`config.mk`:
```
export PLATFORM = sky130hd
export DESIGN_NAME = dro_serial_mul
export DESIGN_NICKNAME = d
export VERILOG_FILES = /design/src/sv/dro_pkg.sv /design/src/sv/dro_serial_mul.sv
export SDC_FILE = /design/constraint.sdc
export NUM_CORES = 1
export LEC_CHECK = 0
export BUFFER_PORTS_ARGS = -buffer_cell sky130_fd_sc_hd__buf_2
export CAP_MARGIN = 20
export CELL_PAD_IN_SITES_DETAIL_PLACEMENT = 0
export CELL_PAD_IN_SITES_GLOBAL_PLACEMENT = 1
export CORE_ASPECT_RATIO = 0.5
export CORE_MARGIN = 2
export CORE_UTILIZATION = 30
export CTS_CLUSTER_SIZE = 25
export DETAILED_ROUTE_END_ITERATION = 7
export GPL_ROUTABILITY_DRIVEN = 1
export PLACE_DENSITY_LB_ADDON = 0.1
export SYNTH_ARGS = -nofsm -noshare
export SYNTH_HDL_FRONTEND = slang
export SYNTH_SLANG_ARGS = --single-unit
```
`constraint.sdc`:
```
create_clock -name i_clk -period 4.9 [get_ports i_clk]
set_input_delay 1.47 -clock i_clk [delete_from_list [all_inputs] [get_ports i_clk]]
set_output_delay 1.47 -clock i_clk [all_outputs]
set_load 0.005 [all_outputs]
```
`src/sv/dro_pkg.sv`:
```
// ----------------------------------------------------------------------------
// dro_pkg: shared types and constants for dead-reckoning odometry
// Fixed-point constants, CORDIC angle table, register indexes, state codes.
// ----------------------------------------------------------------------------
package dro_pkg;

    localparam int unsigned CfgIdxW = 2;
    localparam int unsigned CfgDataW = 31;

    localparam logic [CfgIdxW-1:0] REG_TARGET_HEADING = 2'd0;
    localparam logic [CfgIdxW-1:0] REG_TARGET_DISTANCE = 2'd1;
    localparam logic [CfgIdxW-1:0] REG_SPEED_COMMAND = 2'd2;
    localparam logic [CfgIdxW-1:0] REG_COMMAND_ENABLE = 2'd3;

    localparam logic signed [35:0] HalfPiQ30 = 36'sd1686629713;
    localparam logic signed [35:0] QuarterPiQ30 = 36'sd843314857;
    localparam logic signed [35:0] CordicGainQ30 = 36'sd652032874;

    typedef enum logic [2:0] {
        ST_IDLE,
        ST_HEAD,
        ST_FOLD,
        ST_ROT,
        ST_MULX,
        ST_MULY,
        ST_CHECK,
        ST_OUT
    } t_state;

    typedef struct packed {
        logic signed [15:0] linear_speed;
        logic signed [15:0] angular_rate;
        logic [19:0] time_step;
    } t_in_beat;

    typedef struct packed {
        logic signed [31:0] pos_x;
        logic signed [31:0] pos_y;
        logic signed [31:0] heading_out;
        logic turn_reached;
        logic distance_reached;
        logic signed [15:0] drive_speed;
        logic signed [31:0] steer_command;
        logic command_valid;
    } t_out_beat;

    typedef struct packed {
        logic start;
        logic a_signed;
    } t_mul_ctl;

    typedef struct packed {
        logic busy;
        logic done;
    } t_mul_sts;

    function automatic logic [29:0] atan_q30(input logic [4:0] i);
        case (i)
            5'd0: atan_q30 = 30'd843314857;
            5'd1: atan_q30 = 30'd497837829;
            5'd2: atan_q30 = 30'd263043837;
            5'd3: atan_q30 = 30'd133525159;
            5'd4: atan_q30 = 30'd67021687;
            5'd5: atan_q30 = 30'd33543516;
            5'd6: atan_q30 = 30'd16775851;
            5'd7: atan_q30 = 30'd8388437;
            5'd8: atan_q30 = 30'd4194283;
            5'd9: atan_q30 = 30'd2097149;
            5'd31: atan_q30 = 30'd0;
            default: atan_q30 = 30'd1 << (5'd30 - i);
        endcase
    endfunction

endpackage

```
`src/sv/dro_serial_mul.sv`:
```
// ----------------------------------------------------------------------------
// dro_serial_mul: shift-add multiplier
// Consumes one bit of the multiplier b per cycle; a is signed or unsigned,
// b is signed two's complement of width BW.
// ----------------------------------------------------------------------------
module dro_serial_mul #(
    parameter int unsigned AW = 32,
    parameter int unsigned BW = 32
) (
    input  logic                      i_clk,
    input  logic                      i_rst_n,
    input  dro_pkg::t_mul_ctl         i_ctl,
    input  logic [AW-1:0]             i_a,
    input  logic [BW-1:0]             i_b,
    output dro_pkg::t_mul_sts         o_sts,
    output logic signed [AW+BW:0]     o_p
);
    import dro_pkg::*;

    localparam int unsigned CntW = $clog2(BW + 1);

    logic signed [AW+BW:0] r_acc, n_acc;
    logic signed [AW+BW:0] r_a, n_a;
    logic [BW-1:0]         r_b, n_b;
    logic [CntW-1:0]       r_cnt, n_cnt;
    logic                  r_busy, n_busy;
    logic                  r_done, n_done;

    always_comb begin
        n_acc  = r_acc;
        n_a    = r_a;
        n_b    = r_b;
        n_cnt  = r_cnt;
        n_busy = r_busy;
        n_done = 1'b0;
        if (i_ctl.start) begin
            n_acc  = '0;
            n_a    = i_ctl.a_signed ? (AW+BW+1)'(signed'(i_a)) : (AW+BW+1)'({1'b0, i_a});
            n_b    = i_b;
            n_cnt  = '0;
            n_busy = 1'b1;
        end else if (r_busy) begin
            if (r_b[0]) begin
                if (r_cnt == CntW'(BW - 1)) n_acc = r_acc - r_a;
                else n_acc = r_acc + r_a;
            end
            n_a   = r_a <<< 1;
            n_b   = r_b >> 1;
            n_cnt = r_cnt + 1'b1;
            if (r_cnt == CntW'(BW - 1)) begin
                n_busy = 1'b0;
                n_done = 1'b1;
            end
        end
    end

    always_ff @(posedge i_clk) begin
        r_acc <= n_acc;
        r_a   <= n_a;
        r_b   <= n_b;
        r_cnt <= n_cnt;
        if (!i_rst_n) begin
            r_busy <= 1'b0;
            r_done <= 1'b0;
        end else begin
            r_busy <= n_busy;
            r_done <= n_done;
        end
    end

    assign o_sts.busy = r_busy;
    assign o_sts.done = r_done;
    assign o_p        = r_acc;
endmodule

```
==> results of run 1 <==
[registers in the layout, indices dropped and copies added, names as in the netlist]
signal and flops:
r_cnt 6, r_done 1, r_b 32, r_busy 1, r_a 65, o_p 65
[cells by family (layout without fill, tap and decap cells)]
kind of cell	after synthesis	count (layout)
mux	62	62
fa+ha+maj	67	67
flops	170	170
xor+xnor	120	120
buf+inv	143	481
simple gates	409	409
compound gates	380	380
[synth_stat cells (all sizes together), types with 33 or more instances]
cell | instances | area (sq um)
ha | 66 | 826
edfxtp | 97 | 2910
dfxtp | 73 | 1460
nor3 | 36 | 180
a21o | 33 | 248
mux2 | 58 | 653
nand4 | 34 | 213
inv | 57 | 214
a21oi | 142 | 711
nor2 | 66 | 248
o21ai | 97 | 485
clkbuf | 72 | 270
nand2 | 175 | 657
xnor2 | 88 | 771
[worst paths after layout]
| check | from | to | slack, ps |
|---|---|---|---|
| worst max-delay path | r_a[31]$_DFFE_PP_ | o_p[64]$_SDFFE_PP0P_ | -250 |
| worst min-delay path | o_p[40]$_SDFFE_PP0P_ | o_p[40]$_SDFFE_PP0P_ | 480 |
| worst min register to register | o_p[40]$_SDFFE_PP0P_ | o_p[40]$_SDFFE_PP0P_ | 480 |
| worst max register to register | r_a[31]$_DFFE_PP_ | o_p[64]$_SDFFE_PP0P_ | -250 |
[power by group through the flow]
stage | Clock (mW) | Sequential [mW] | Combinational [mW]
after global routing | 1.55 | 1.77 | 1.56
after detailed placement | 0 | 1.79 | 1.33
after floorplan | 0 | 1.77 | 0.755
final | 1.45 | 1.76 | 1.42
after global placement | 0 | 1.79 | 1.33
after CTS | 1.50 | 1.76 | 1.38
[worst max-delay path, stage by stage (launching register included)]
cell and delay (ps):
edfxtp_1 390, or4_4 550, or3_4 340, or3_4 370, nor4_4 230, nand3_2 170
nor2_4 170, buf_6 130, nand2_4 40, or4_4 510, buf_6 140, nand2_4 70
xnor2_4 150, ha_4 240, a21o_1 150, a221o_1 340, a41o_1 250, a311oi_2 240
mux2i_1 230, mux2_1 330
[what timing repair did]
| action | CTS | global route |
|---|---|---|
| hold endpoints to repair | 0 | 0 |
| buffers inserted | 9 | 16 |
| pin swaps | 30 | 43 |
| hold buffers | 0 | 0 |
| gates resized for setup | 68 | 84 |
| setup endpoints to repair | 25 | 30 |
[cell type report]
cell class	instances	area [sq um]
sequential	170	4370
multi-input combinational	1038	7460
tap	530	663
clock buffer	17	425
timing repair buffer	392	2710
inverter	57	216
fill	3917	22800
clock inverter	15	184
[per-stage QoR]
| stage | hold WS [ps] | instances | util | power, mW | cell area (sq um) |
|---|---|---|---|---|---|
| floorplan | 465 | 1351 | - | 2.53 | 11800 |
| global placement | 466 | 2166 | 0.377 | 3.11 | 14700 |
| detailed placement | 472 | 2166 | 0.377 | 3.12 | 14700 |
| CTS | 482 | 2204 | 0.401 | 4.63 | 15600 |
| global route | 505 | 2219 | 0.413 | 4.88 | 16000 |
| finish | 480 | 2219 | 0.413 | 4.63 | 16000 |
[metal layers]
metal	global-route usage	wire (um)	vias up	part of all wire
met5	0	0	-	0
met4	0.0554	652	0	0.017
met3	0.0312	1010	37	0.026
met2	0.323	18800	140	0.48
met1	0.246	18500	5313	0.48
li1	-	-	5520	-
==> results.toml, run 1 <==
[status]
status = "finished, violations left"
violations = "negative setup slack"

[timing]
setup_ws_ps = -248
finalSetupTns_ps = -699
slew_viol_final = 0
layout_worst_path_cycle_share = 1.05
setup_viol = 7
hold_violations = 0
skew_ps = 17.2
period_minus_slack_ps = 5150
rsz0062_at_grt = "yes"
fmax_mhz = 194
slew_headroom = 0.376
worstMarginPinSlew_ps = 936

[finish]
layout_common_cells = "buf_4 (239), nand2_1 (165), buf_2 (133), a21oi_1 (120), edfxtp_1 (97)"
nNetsFinal = 1811
drive_gt1_frac = 0.352
num_antenna_cells = 0
synthToLayoutAreaGrowth_pct = 35.9
final_common_cell = "buf_4"

[worst_setup_path]
crit_type = "reg2reg"
cp.required_ps = 5260
arrival_ps = 5510
cp_max_fo = 4
cp-start-kind = "flip-flop"
ff2ff_path_depth = 19
worst_setup_path_end_kind = "flip-flop"

[floorplan]
dieHeight_um = 144
die_w_um = 284
ios = 135
num_rows = 51
initial_core_util = 0.304
die_area_sq_um = 41000
core-area_sq_um = 38900

[logic_synthesis]
ys_dominant_reg_cell = "edfxtp_1"
yosysSeqAreaShare = 0.371
syn-mean-instance-area_sq_um = 8.73
synth_xor_area_frac = 0.0891
synth-edff-count = 97
ys_seq_elements = 170
syn_inst = 1351
synth.cell_area_sq_um = 11800
synth_cell_types = 68
yosys.area_share.adder = 0.0717
synth_top_family_by_area = "compound AO/OA/AOI/OAI gates"
yosys_warnings = 0
synth_fp_nets = 1486
yosys.area_share.simple = 0.166
synth_mux_area_frac = 0.0587
async_reset_ff_frac = 0
synth_compound_area_frac = 0.196

[power]
ir_drop_mv = 0.207
internal-power_mw = 3.03
power_frac_seq = 0.379
p_leak_nw = 6.99
p_clk_frac = 0.313
power.switching_mw = 1.60
p_comb_frac = 0.307
p_per_area_nw_per_um2 = 289
swShare = 0.345

[clocking]
cts_made_buffers = 17
max-clock-path-buffers = 2
numClockSinks = 170
path_clk_slew_ps = 80
cts_tree = "built"
cts_max_level = 4
clkLatencyLatePin_ps = 460
root_buffer = "clkbuf_16"

[worst_hold_path]
hold_path_depth = 2
min_path_type = "reg2reg"

[drt]
vias_per_cell = 4.96
drt_iter0_markers = 487
ant_nets = 0
drt_pass1_iterations = 7
vias = 11000
avgRoutedWirePerCell_um = 17.5
drc = 0
finalWirelength_mm = 38.9

[flow_run]
maxCapViolCount = 0

[placement]
dp_slack_ps = -1180
portBuffers = 134
place.detailed.hpwl_mm = 29.6
place_congestion = 0.896

[global_routing]
grtUsageTotal = 0.189
grt_pass1_wl_mm = 60.4
grt_pass1_vias = 11000
grt_remaining_overflow = 0
antenna_found_initial = 0
grt_start_max_net_pins = 102
(Power assumes the default switching activity.)
==> run 2: changes to the inputs <==
--- a/config.mk
+++ b/config.mk
@@ -16,6 +16,7 @@
 export DETAILED_ROUTE_END_ITERATION = 7
 export GPL_ROUTABILITY_DRIVEN = 1
 export PLACE_DENSITY_LB_ADDON = 0.1
+export SKIP_LAST_GASP = 1
 export SYNTH_ARGS = -nofsm -noshare
 export SYNTH_HDL_FRONTEND = slang
 export SYNTH_SLANG_ARGS = --single-unit
==> run 2 against run 1 <==
Compared with the run above:
- the run still ends with negative setup slack left
- routed wire length shrank 0.29%
- register-to-register slack improved by 40 ps
- critical path depth is 1 higher
- via count about the same
- cell area down 0.58%
- global-route usage about the same
- fmax rose by 0.83%
- count of clock-buffer cells in the layout unchanged
- highest routed layer unchanged
==> results.toml, run 2 (synthesis results as in run 1) <==
[placement]
place_congestion = 0.896
dp_slack_ps = -1180
placed_area_sq_um = 14700
place.detailed.hpwl_mm = 29.6
portBuffers = 134
dp.cells = 2166

[drt]
drc = 0
finalWirelength_mm = 38.8
ant_nets = 0
drt_iter0_markers = 460
vias = 11000
drt_pass1_iterations = 5
avgRoutedWirePerCell_um = 17.5
vias_per_cell = 4.96

[timing]
period_minus_slack_ps = 5110
skew_ps = 16.4
setup_ws_ps = -206
fmax_mhz = 196
rsz0062_at_grt = "yes"
worstMarginPinSlew_ps = 932
setup_viol = 7
layout_worst_path_cycle_share = 1.04
hold_ws_ps = 477
hold_violations = 0
slew_headroom = 0.378
slew_viol_final = 0

[flow_run]
maxCapViolCount = 0

[finish]
drive_gt1_frac = 0.347
synthToLayoutAreaGrowth_pct = 35.2
final_cells = 2216
final_area_sq_um = 15900
final_common_cell = "buf_4"
num_antenna_cells = 0
layout_common_cells = "buf_4 (238), nand2_1 (166), buf_2 (133), a21oi_1 (124), edfxtp_1 (97)"
nNetsFinal = 1808

[worst_setup_path]
cp_cell_sequence = "or4_4, or3_4, or3_4, nor4_4, nand3_2, nor2_4, buf_6, buf_4, buf_4, a21oi_1, xnor2_1, ha_1, a21o_1, a31oi_1, o211ai_1, a221o_1, a41o_1, a311oi_2, mux2i_1, mux2_1"
crit_type = "reg2reg"
critPathTopFamily = "simple AND/OR/NAND/NOR gates"
cp_max_fo = 5
r2r_slack_ps = -210
cp-start-kind = "flip-flop"
slowest_delay_ps = 550
cp.required_ps = 5260
crit_buf_inv = 3
arrival_ps = 5460
worst_setup_path_end_kind = "flip-flop"
cpMaxStageDelayCell = "or4_4"

[clocking]
cts_made_buffers = 17
cts_max_level = 4
path_clk_slew_ps = 90
cts_tree = "built"
max-clock-path-buffers = 2
clkLatencyLatePin_ps = 460
numClockSinks = 170
root_buffer = "clkbuf_16"

[power]
ir_drop_mv = 0.207
p_leak_nw = 6.97
p_per_area_nw_per_um2 = 290

[global_routing]
grt_start_max_net_pins = 102
grt_pass1_wl_mm = 60.4
grt_remaining_overflow = 0
grt_pass1_vias = 11000
grtUsageTotal = 0.188
antenna_found_initial = 0

[floorplan]
die_area_sq_um = 41000
core-area_sq_um = 38900
dieHeight_um = 144
ios = 135
initial_core_util = 0.304
die_w_um = 284
num_rows = 51

[status]
status = "finished, violations left"
violations = "negative setup slack"

[worst_hold_path]
min_path_type = "reg2reg"
run 2: changes by cell type in the layout (fill, tap and decap cells not counted), sizes merged:
cell	previous run	this run
buf	392	389
run 2: tightest hold or removal path: stages (launching register included):
cell     delay (ps)
dfxtp_1         330
nand2_1          60
a21oi_1          50
run 2: final timing paths:
kind	startpoint	end	cells after the start
worst min-delay path	o_p[40]$_SDFFE_PP0P_	o_p[40]$_SDFFE_PP0P_	2
worst max-delay path	r_a[31]$_DFFE_PP_	o_p[64]$_SDFFE_PP0P_	20
worst min register to register	o_p[40]$_SDFFE_PP0P_	o_p[40]$_SDFFE_PP0P_	2
worst max register to register	r_a[31]$_DFFE_PP_	o_p[64]$_SDFFE_PP0P_	20
run 2: layout make-up:
cell class                      count  area [sq um]
Clock buffer                       17           425
Multi-Input combinational cell   1038          7400
Tap cell                          530           663
Fill cell                        3920         22900
Sequential cell                   170          4370
Inverter                           57           214
Timing Repair Buffer              389          2680
Clock inverter                     15           184
run 2: power by group:
part | total (mW) | switching [mW] | internal [mW]
Clock | 1.45 | 0.749 | 0.701
Combinational | 1.41 | 0.746 | 0.665
Sequential | 1.76 | 0.0961 | 1.66
Total | 4.62 | 1.59 | 3.03
run 2: layer usage:
metal  track usage  up-vias  wire length, um
met5             0        -                0
met3        0.0312       33             1060
met1         0.246     5314            18400
met2         0.323      140            18700
li1              -     5513                -
met4        0.0554        0              640
run 2: repair_timing:
| item | 4_1_cts | 5_1_grt |
|---|---|---|
| endpoints found under the hold margin | 0 | 0 |
| resized for setup | 64 | 73 |
| setup buffers | 9 | 13 |
| endpoints found under the setup margin | 25 | 31 |
| pin swaps | 30 | 36 |
| hold buffers | 0 | 0 |
run 2: per-stage QoR:
step / setup TNS, ps / total power, mW / util
after floorplan: -41.9 / 2.53 / -
after global placement: -6930 / 3.11 / 0.377
after detailed placement: -9760 / 3.12 / 0.377
after CTS: -951 / 4.63 / 0.401
after global routing: -3510 / 4.87 / 0.410
final: -608 / 4.62 / 0.410
